### config.mk
export PLATFORM = sky130hd
export DESIGN_NAME = markup_tag_stripper_unit_flat
export DESIGN_NICKNAME = d
export VERILOG_FILES = /design/src/mts_pkg.sv /design/src/mts_req_if.sv /design/src/mts_rsp_if.sv /design/src/mts_parse.sv /design/src/mts_collapse.sv /design/src/markup_tag_stripper_unit.sv /design/src/flat_wrapper.sv
export SDC_FILE = /design/constraint.sdc
export NUM_CORES = 1
export LEC_CHECK = 0
export BUFFER_PORTS_ARGS = -buffer_cell sky130_fd_sc_hd__buf_4
export CAP_MARGIN = 20
export CELL_PAD_IN_SITES_DETAIL_PLACEMENT = 1
export CELL_PAD_IN_SITES_GLOBAL_PLACEMENT = 2
export CORE_MARGIN = 3
export CORE_UTILIZATION = 38
export CTS_BUF_LIST = sky130_fd_sc_hd__clkbuf_8
export CTS_CLUSTER_DIAMETER = 150
export DETAILED_ROUTE_END_ITERATION = 8
export MAX_ROUTING_LAYER = met4
export PLACE_DENSITY = 0.77
export SYNTH_ARGS = -nofsm -noshare
export SYNTH_HDL_FRONTEND = slang
export SYNTH_HIERARCHICAL = 1
export SYNTH_SLANG_ARGS = --single-unit
export TNS_END_PERCENT = 5
### constraint.sdc
create_clock -name clock -period 3.62 [get_ports clock]
set_input_delay 0.362 -clock clock [delete_from_list [all_inputs] [get_ports clock]]
set_output_delay 0.362 -clock clock [all_outputs]
set_load 0.01 [all_outputs]
### src/mts_pkg.sv
package mts_pkg;

   localparam int ENTITY_MAX = 4;
   localparam int LEN_W = $clog2(ENTITY_MAX + 2);
   localparam int IDX_W = $clog2(ENTITY_MAX);
   localparam int NUM_ENTITIES = 6;
   localparam int NAME_MAX = 4;

   localparam logic [7:0] CH_LT   = 8'h3C;
   localparam logic [7:0] CH_GT   = 8'h3E;
   localparam logic [7:0] CH_AMP  = 8'h26;
   localparam logic [7:0] CH_SEMI = 8'h3B;
   localparam logic [7:0] CH_CR   = 8'h0D;
   localparam logic [7:0] CH_LF   = 8'h0A;
   localparam logic [7:0] CH_TAB  = 8'h09;
   localparam logic [7:0] CH_SPC  = 8'h20;

   localparam logic [LEN_W-1:0] LEN_OVERFLOW = LEN_W'(ENTITY_MAX + 1);

   typedef logic [ENTITY_MAX-1:0][7:0] mts_name_type;

   typedef struct packed {
      logic [2:0]                len;
      logic [NAME_MAX-1:0][7:0]  name;
      logic [7:0]                value;
   } mts_entity_type;

   // Names are stored with the first character in element 0.
   localparam mts_entity_type KNOWN_ENTITIES [NUM_ENTITIES] = '{
      '{3'd3, {8'h00, "p", "m", "a"}, CH_AMP},
      '{3'd2, {8'h00, 8'h00, "t", "l"}, CH_LT},
      '{3'd2, {8'h00, 8'h00, "t", "g"}, CH_GT},
      '{3'd4, {"p", "s", "b", "n"}, CH_SPC},
      '{3'd4, {"t", "o", "u", "q"}, 8'h22},
      '{3'd4, {"s", "o", "p", "a"}, 8'h27}
   };

   typedef struct packed {
      logic       valid;
      logic [7:0] ch;
   } mts_char_type;

   typedef struct packed {
      logic       clear;
      logic       valid;
      logic [7:0] ch;
   } mts_token_type;

   function automatic mts_char_type mts_decode(mts_name_type chars, logic [LEN_W-1:0] len);
      mts_char_type res;
      logic same;
      res = '0;
      for (int k = 0; k < NUM_ENTITIES; k++) begin
         same = (len == LEN_W'(KNOWN_ENTITIES[k].len));
         for (int i = 0; i < NAME_MAX; i++) begin
            if (i < int'(KNOWN_ENTITIES[k].len) && chars[i] != KNOWN_ENTITIES[k].name[i]) begin
               same = 1'b0;
            end
         end
         if (same && !res.valid) begin
            res.valid = 1'b1;
            res.ch = KNOWN_ENTITIES[k].value;
         end
      end
      return res;
   endfunction

endpackage

### src/mts_req_if.sv
interface mts_req_if;
   logic       valid;
   logic       ready;
   logic       start_of_text;
   logic [7:0] in_byte;

   modport source (output valid, output start_of_text, output in_byte, input ready);
   modport sink (input valid, input start_of_text, input in_byte, output ready);
endinterface

### src/mts_rsp_if.sv
interface mts_rsp_if;
   logic       valid;
   logic       ready;
   logic [7:0] out_byte;

   modport source (output valid, output out_byte, input ready);
   modport sink (input valid, input out_byte, output ready);
endinterface

### src/mts_parse.sv
module mts_parse (
   input  logic                  clock,
   input  logic                  reset,
   input  logic                  step,
   input  logic                  start_of_text,
   input  logic [7:0]            in_byte,
   output mts_pkg::mts_token_type token
);
   import mts_pkg::*;

   logic               inside_tag_ff, inside_tag_in;
   logic               inside_entity_ff, inside_entity_in;
   logic [LEN_W-1:0]   entity_length_ff, entity_length_in;
   mts_name_type       entity_chars_ff, entity_chars_in;

   logic               tag_cur;
   logic               entity_cur;
   logic [LEN_W-1:0]   length_cur;
   mts_char_type       decoded;

   // A start flag makes this byte see the cleared state.
   assign tag_cur    = start_of_text ? 1'b0 : inside_tag_ff;
   assign entity_cur = start_of_text ? 1'b0 : inside_entity_ff;
   assign length_cur = start_of_text ? '0 : entity_length_ff;
   assign decoded    = mts_decode(entity_chars_ff, length_cur);

   always_comb begin
      inside_tag_in    = tag_cur;
      inside_entity_in = entity_cur;
      entity_length_in = length_cur;
      entity_chars_in  = entity_chars_ff;
      token.clear      = start_of_text;
      token.valid      = 1'b0;
      token.ch         = in_byte;
      if (in_byte == CH_LT) begin
         inside_tag_in = 1'b1;
      end else if (in_byte == CH_GT) begin
         inside_tag_in = 1'b0;
      end else if (tag_cur) begin
         inside_tag_in = 1'b1;
      end else if (in_byte == CH_AMP) begin
         inside_entity_in = 1'b1;
         entity_length_in = '0;
      end else if (entity_cur) begin
         if (in_byte == CH_SEMI) begin
            inside_entity_in = 1'b0;
            token.valid      = decoded.valid;
            token.ch         = decoded.ch;
         end else if (length_cur < LEN_W'(ENTITY_MAX)) begin
            entity_chars_in[length_cur[IDX_W-1:0]] = in_byte;
            entity_length_in = length_cur + LEN_W'(1);
         end else begin
            entity_length_in = LEN_OVERFLOW;
         end
      end else begin
         token.valid = 1'b1;
      end
   end

   always_ff @(posedge clock) begin
      if (reset) begin
         inside_tag_ff    <= 1'b0;
         inside_entity_ff <= 1'b0;
         entity_length_ff <= '0;
      end else if (step) begin
         inside_tag_ff    <= inside_tag_in;
         inside_entity_ff <= inside_entity_in;
         entity_length_ff <= entity_length_in;
      end
   end

   // Only characters below the current length are ever compared.
   always_ff @(posedge clock) begin
      if (step) begin
         entity_chars_ff <= entity_chars_in;
      end
   end

endmodule

### src/mts_collapse.sv
module mts_collapse (
   input  logic                  clock,
   input  logic                  reset,
   input  logic                  step,
   input  mts_pkg::mts_token_type token,
   output mts_pkg::mts_char_type  result
);
   import mts_pkg::*;

   logic after_space_ff, after_space_in;
   logic space_cur;

   assign space_cur = token.clear ? 1'b0 : after_space_ff;

   always_comb begin
      after_space_in = space_cur;
      result.valid   = 1'b0;
      result.ch      = token.ch;
      if (token.valid) begin
         if (token.ch == CH_CR) begin
            result.valid = 1'b0;
         end else if (token.ch == CH_SPC || token.ch == CH_TAB) begin
            result.valid   = !space_cur;
            result.ch      = CH_SPC;
            after_space_in = 1'b1;
         end else begin
            result.valid   = 1'b1;
            after_space_in = (token.ch == CH_LF);
         end
      end
   end

   always_ff @(posedge clock) begin
      if (reset) begin
         after_space_ff <= 1'b0;
      end else if (step) begin
         after_space_ff <= after_space_in;
      end
   end

endmodule

### src/markup_tag_stripper_unit.sv
// Channel   Direction  Payload                      Handshake
// req_bus   in         start_of_text, in_byte       valid/ready
// rsp_bus   out        out_byte                     valid/ready
//
// A request is taken into the input register and processed there against the parse state.
// Its plain-text byte (if any) is loaded into the output register as that request steps out,
// so the response is registered; one request per cycle is sustained while rsp_bus is ready.
// The input register advances whenever the output register is empty or being drained,
// so a stalled response holds at most one request in flight behind it.
// Reset is synchronous and clears the parse state but the stored entity characters, and both valid flags.
module markup_tag_stripper_unit (
   input logic       clock,
   input logic       reset,
   mts_req_if.sink   req_bus,
   mts_rsp_if.source rsp_bus
);
   import mts_pkg::*;

   logic       s1_valid_ff, s1_valid_in;
   logic       s1_sot_ff;
   logic [7:0] s1_byte_ff;
   logic       rsp_valid_ff, rsp_valid_in;
   logic [7:0] rsp_byte_ff;

   logic          out_free;
   logic          step;
   logic          req_take;
   mts_token_type token;
   mts_char_type  result;

   assign out_free    = !rsp_valid_ff || rsp_bus.ready;
   assign step        = s1_valid_ff && out_free;
   assign req_bus.ready = !s1_valid_ff || out_free;
   assign req_take    = req_bus.valid && req_bus.ready;
   assign s1_valid_in = req_take ? 1'b1 : (step ? 1'b0 : s1_valid_ff);
   assign rsp_valid_in = out_free ? (step && result.valid) : rsp_valid_ff;

   mts_parse u_parse (
      .clock         (clock),
      .reset         (reset),
      .step          (step),
      .start_of_text (s1_sot_ff),
      .in_byte       (s1_byte_ff),
      .token         (token)
   );

   mts_collapse u_collapse (
      .clock  (clock),
      .reset  (reset),
      .step   (step),
      .token  (token),
      .result (result)
   );

   always_ff @(posedge clock) begin
      if (reset) begin
         s1_valid_ff  <= 1'b0;
         rsp_valid_ff <= 1'b0;
      end else begin
         s1_valid_ff  <= s1_valid_in;
         rsp_valid_ff <= rsp_valid_in;
      end
   end

   always_ff @(posedge clock) begin
      if (req_take) begin
         s1_sot_ff  <= req_bus.start_of_text;
         s1_byte_ff <= req_bus.in_byte;
      end
      if (out_free && step && result.valid) begin
         rsp_byte_ff <= result.ch;
      end
   end

   assign rsp_bus.valid    = rsp_valid_ff;
   assign rsp_bus.out_byte = rsp_byte_ff;

endmodule
### src/flat_wrapper.sv
// flat-port wrapper written by rule: the top's interface ports become plain ports
module markup_tag_stripper_unit_flat import mts_pkg::*;
  (clock, reset, req_bus_valid, req_bus_start_of_text, req_bus_in_byte, req_bus_ready, rsp_bus_valid, rsp_bus_out_byte, rsp_bus_ready);
  mts_req_if req_bus_i ();
  mts_rsp_if rsp_bus_i ();
  input logic clock;
  input logic reset;
  input wire logic [$bits(req_bus_i.valid)-1:0] req_bus_valid;
  input wire logic [$bits(req_bus_i.start_of_text)-1:0] req_bus_start_of_text;
  input wire logic [$bits(req_bus_i.in_byte)-1:0] req_bus_in_byte;
  output wire logic [$bits(req_bus_i.ready)-1:0] req_bus_ready;
  output wire logic [$bits(rsp_bus_i.valid)-1:0] rsp_bus_valid;
  output wire logic [$bits(rsp_bus_i.out_byte)-1:0] rsp_bus_out_byte;
  input wire logic [$bits(rsp_bus_i.ready)-1:0] rsp_bus_ready;
  assign req_bus_i.valid = req_bus_valid;
  assign req_bus_i.start_of_text = req_bus_start_of_text;
  assign req_bus_i.in_byte = req_bus_in_byte;
  assign req_bus_ready = req_bus_i.ready;
  assign rsp_bus_valid = rsp_bus_i.valid;
  assign rsp_bus_out_byte = rsp_bus_i.out_byte;
  assign rsp_bus_i.ready = rsp_bus_ready;
  markup_tag_stripper_unit u_core (.clock(clock), .reset(reset), .req_bus(req_bus_i), .rsp_bus(rsp_bus_i));
endmodule
Yosys cells after proc, flatten, opt, wreduce, memory -nomap -nowiden
Index checks and enable logic that the tools add are counted.
{ "op_classes": {"add_sub_neg": 1, "mul": 0, "div": 0, "n_lt_le_gt_ge": 3, "eq_ne": 27, "shifts": 0, "n_mux": 65, "bitwise": 5, "reduce_logical": 24} }
{ "op_table": {"columns": ["cell", "count"], "rows": [
  ["8-bit by 7-bit != test with 1-bit output, second input constant", 16],
  ["9-bit 2-to-1 mux", 12],
  ["8-bit by 6-bit == test with 1-bit output, second input constant", 5],
  ["1-bit 2-to-1 mux", 39],
  ["32-bit bitwise mux", 1],
  ["8-bit 2-to-1 mux", 4],
  ["8-bit by 4-bit == test with 1-bit output, second input constant", 3],
  ["3-bit 2-to-1 mux", 8],
  ["8-bit demux with 2-bit select", 1],
  ["1-bit logical AND", 11],
  ["1-bit zero test", 8],
  ["8-bit AND reduction", 1],
  ["3-bit by 2-bit == test with 1-bit output, second input constant", 2],
  ["1-bit inverter", 5],
  ["3-bit by 1-bit adder with 3-bit output, second input constant", 1],
  ["3-bit == test, second input constant", 1],
  ["1-bit logical OR", 3],
  ["2-bit by 3-bit less-than comparator with 1-bit output, second input constant", 1],
  ["3-bit less-than comparator, second input constant", 1],
  ["2-bit by 1-bit >= comparator with 1-bit output, second input constant", 1],
  ["2-bit nonzero test", 1]
]} }
{ "totals": {"register_bits": 57, "latch_bits": 0, "ram_bits": 0, "mem_bits_ro": 0, "in_bits": 13, "output_inout_bits": 10, "word_cells": 138, "n_memories": 0} }

Longest topological paths before layout
{ "depth": {"ltp_word": 33, "depth_mapped": 12, "ltp_nobuf": 11} }

By module
The synthesis kept the hierarchy.
{ "modules_own_cells": {"columns": ["module", "instances", "cells_per_inst", "area_each_um2", "seq_area_each_um2"], "rows": [
  ["mts_parse", 1, 158, 1909.3, 1061.0],
  ["markup_tag_stripper_unit", 1, 28, 613.1, 550.5],
  ["mts_collapse", 1, 27, 180.2, 20.0]
]} }

Least setup slack after synthesis
Ideal clock, no wire load.
{ "synth_timing": {"path_kind": "register -> register", "from": "reg u_core.s1_byte_ff[6]", "to": "reg u_core.rsp_byte_ff[0], in the netlist u_core/rsp_bus.out_byte[0] (enable)", "setup_ps": 276, "arrival_time_ps": 3118, "required_time_ps": 3344, "slack_ps": 226, "stages_incl_launch_ff": 13, "n_path_buf": 1, "period_less_slack_ps": 3394, "cell_sequence": "edfxtp_1 > or3b_1 > buf_6 > nor3_4 > nand2_2 > a2111o_1 > a22o_1 > or4_1 > or4b_4 > nand2_1 > a31oi_1 > nand2_1 > nor2b_1"} }
{ "synth_rtl": {"columns": ["element", "line_no", "source"], "rows": [
  ["from (decl)", "markup_tag_stripper_unit.sv:21", "logic [7:0] s1_byte_ff;"],
  ["from (signal assigned)", "markup_tag_stripper_unit.sv:68", "s1_byte_ff <= req_bus.in_byte;"],
  ["to (signal assigned)", "markup_tag_stripper_unit.sv:71", "rsp_byte_ff <= result.ch;"],
  ["to (decl)", "markup_tag_stripper_unit.sv:23", "logic [7:0] rsp_byte_ff;"]
]} }

==> qor.csv <==
metric;value;unit
Die H;90.3;um
area grow syn2layout;20.7;%
worst skew pair latency;0.33;ns
Syn Std Cell Area;0.00270;sq mm
initial antenna violation count;0;
warnings from Yosys;6;
# rows;30;
worst r2r dst;u_core/rsp_bus.out_byte[4]$_DFFE_PP_;
CP Max Fanout;8;
worst reg-to-reg path cell count;12;
Slew Limit Headroom;52.4;%
post-CTS resize count;0;
post-synth top area share;54.4;%
status;complete, no violations;
Starting Density;39.6;%
fin crit share;96.4;%
largest net degree at the start of global routing;13;
DR WL/cell;18.4;um
CTS tree;done;
endpoints failing hold;0;
slowest CP cell;or4b_4;
Reg2Reg Setup Slack;0.13;ns
most common cell in the netlist;edfxtp_1;
Port-buffer cells;22;
chip width;90.3;um
drt drc;0;
share of cells above drive strength 1;32.0;%
clock tree buffer depth;2;
Mapped Cells;213;
CP endpoint;u_core/rsp_bus.out_byte[4]$_DFFE_PP_;
smallest hold slack;0.201;ns
RePlAce Congestion;0.797;
final setup fails;0;
Die ar.;0.00816;sq mm
max cap viols;0;
core area;0.00683;sq mm
final wirelength;6520;um
first-pass GRT wire length;10800;um
Post-synth top flop;edfxtp_1;
Crit path largest cell delay;0.54;ns
Worst Max-Slew Pin Slew;0.712;ns
Mapped Nets;226;
DR vias;1907;
Yosys reg bits;57;
CP Launch Type;register;
fin. max-slew vios;0;
Nets;267;
Routed Antenna Nets;0;
CTS root buf;clkbuf_8;
Fin Setup TNS;0;ns
Synth area leader;edfxtp_1;
Overflow after GRT;0;
initial DRC count;86;
mean post-synth cell area;12.7;sq um
CP Data Arrival Time;3.58;ns
register area share after synthesis;60.4;%
CP required;3.71;ns
Synth cell types;63;
CP Class;reg -> reg;
CTS Hold Bufs;0;
clock slew at reported path FFs;0.07;ns
Crit. Startpoint;u_core/s1_byte_ff[6]$_DFFE_PP_;
Pwr Density;411;mW/mm^2
final clock skew;0.00705;ns
clk sinks;57;
ordered list of cells on the worst path;or3b_4 -> nor3_4 -> nand2_2 -> a2111o_1 -> a22o_1 -> or4_4 -> or4b_4 -> nand2_1 -> a31oi_1 -> nand2_1 -> nor2b_1 -> buf_4;
number of buffers created by CTS;9;
Post-synth ARST share;0;%
maximum clock frequency;287;MHz
fin crit period;3.49;ns
Post-CTS Setup Repair Bufs;0;
Total GRT Usage;17.9;%
Pre-antenna DRT Iters;4;
htree depth;3;
most used cell, CP;nand2_1;
synth top area cells;edfxtp_1, dfxtp_1, nand3b_1;
Post-synth EDFFs;49;
vias in the first global route;2031;
n_diodes;0;
Ports;23;
worst min-delay path class;in -> reg;
worst ir drop on vdd;0.000211;V
RSZ-0062 raised after global routing;no;
crit end category;register;
hpwl dp;4850;um
number of vias per cell;5.37;
FF-to-FF Start;u_core/s1_byte_ff[6]$_DFFE_PP_;
Commonest cells post-synth;edfxtp_1, nand2_1, nor2_1, inv_1;
Leak Pwr;1.12;nW
-- registers in the layout, summed over array words and instances, names as in the netlist --
| name | flops |
|---|---|
| u_core/rsp_bus.out_byte | 8 |
| u_core/u_parse/entity_length_ff | 3 |
| u_core/s1_sot_ff | 1 |
| u_core/u_parse/inside_entity_ff | 1 |
| u_core/u_parse/inside_tag_ff | 1 |
| u_core/u_parse/entity_chars_ff | 32 |
| u_core/u_collapse/after_space_ff | 1 |
| u_core/s1_byte_ff | 8 |
| u_core/rsp_bus.valid | 1 |
| u_core/s1_valid_ff | 1 |
-- stage by stage --
stage               worst slack [ns]  power, mW  utilization [%]  instances  cell area (sq um)
floorplan                      0.226      0.787                -        213               2700
global placement              0.0973      0.825             44.8        339               3060
detailed placement            0.0907      0.828             44.8        339               3060
CTS                           0.0534       1.36             47.4        355               3240
global route                0.000995       1.40             47.8        355               3260
finish                         0.131       1.34             47.8        355               3260
-- final cells by class --
type | count | area [sq um]
fill | 733 | 3570
sequential | 57 | 1630
multi-input combinational | 136 | 996
timing repair buffer | 40 | 300
clock buffer | 9 | 124
tap | 96 | 120
clock inverter | 7 | 53.8
inverter | 10 | 37.5
-- layer usage --
layer	wire, um	share of wire [%]	GRT usage [%]	up-vias
met4	142	2.2	6.76	0
met3	323	5.0	4.25	13
met5	0	0	-	-
met2	3090	47	26.5	44
li1	-	-	-	910
met1	2960	45	23.9	940
-- power breakdown --
part	internal, mW	switching, mW
logic	0.0365	0.0423
registers	0.727	0.00933
clock network	0.252	0.275
total	1.02	0.327
-- worst min path at each step --
stage / slack, ns / cells after the start / start / end
after floorplan: 0.43 / 1 / reset / u_core/rsp_bus.valid$_SDFFE_PP0P_
after global placement: 0.51 / 2 / u_core/u_parse/inside_entity_ff$_SDFFE_PP0P_ / u_core/u_parse/inside_entity_ff$_SDFFE_PP0P_
after detailed placement: 0.52 / 2 / u_core/u_parse/inside_entity_ff$_SDFFE_PP0P_ / u_core/u_parse/inside_entity_ff$_SDFFE_PP0P_
after CTS: 0.18 / 1 / req_bus_in_byte[6] / u_core/s1_byte_ff[6]$_DFFE_PP_
after global routing: 0.18 / 1 / req_bus_in_byte[0] / u_core/s1_byte_ff[0]$_DFFE_PP_
final: 0.20 / 1 / req_bus_in_byte[0] / u_core/s1_byte_ff[0]$_DFFE_PP_
-- worst max-delay path, delay by kind of cell, from the launching register on --
family | cells | cell delay (ns)
and+or+nand+nor | 8 | 2.08
AOI/OAI and AO/OA | 3 | 0.61
DFF | 1 | 0.39
buffers and inverters | 1 | 0.16
-- cells in the final DEF (no fill, tap or decap), types with 2 or more instances in the layout --
master      synthesis  layout
nor4_2              1       2
or3b_2              5       5
nand2_1            14      14
a22o_1              2       2
inv_1              10      10
a32oi_1             2       2
nand4b_1            2       2
or4_4               1       2
inv_6               0       2
o211ai_1            2       2
or3_1               3       3
nand2b_1            6       6
dfxtp_1             8       8
buf_4               2      40
a41oi_1             2       2
nor2_1             11      11
edfxtp_1           49      49
or4_1               4       3
clkbuf_8            0       9
o21ai_0             8       8
nor2b_1             2       2
a21oi_1             5       5
nor3_1              6       5
and2_1              6       6
nand4_1             2       2
o41ai_1             2       2
nor4_1              6       5
clkinvlp_4          0       2
nand3b_1            8       8
clkinv_4            0       2
nor4b_1             2       2
-- cells by family (layout without fill, tap and decap cells) --
logic type | count (synthesis) | count (layout) | synth area share, %
flops | 57 | 57 | 60.4
simple gates | 98 | 98 | 25.2
compound gates | 38 | 38 | 10.6
buf+inv | 20 | 66 | 3.80
Power figures use the tool's default switching activity.
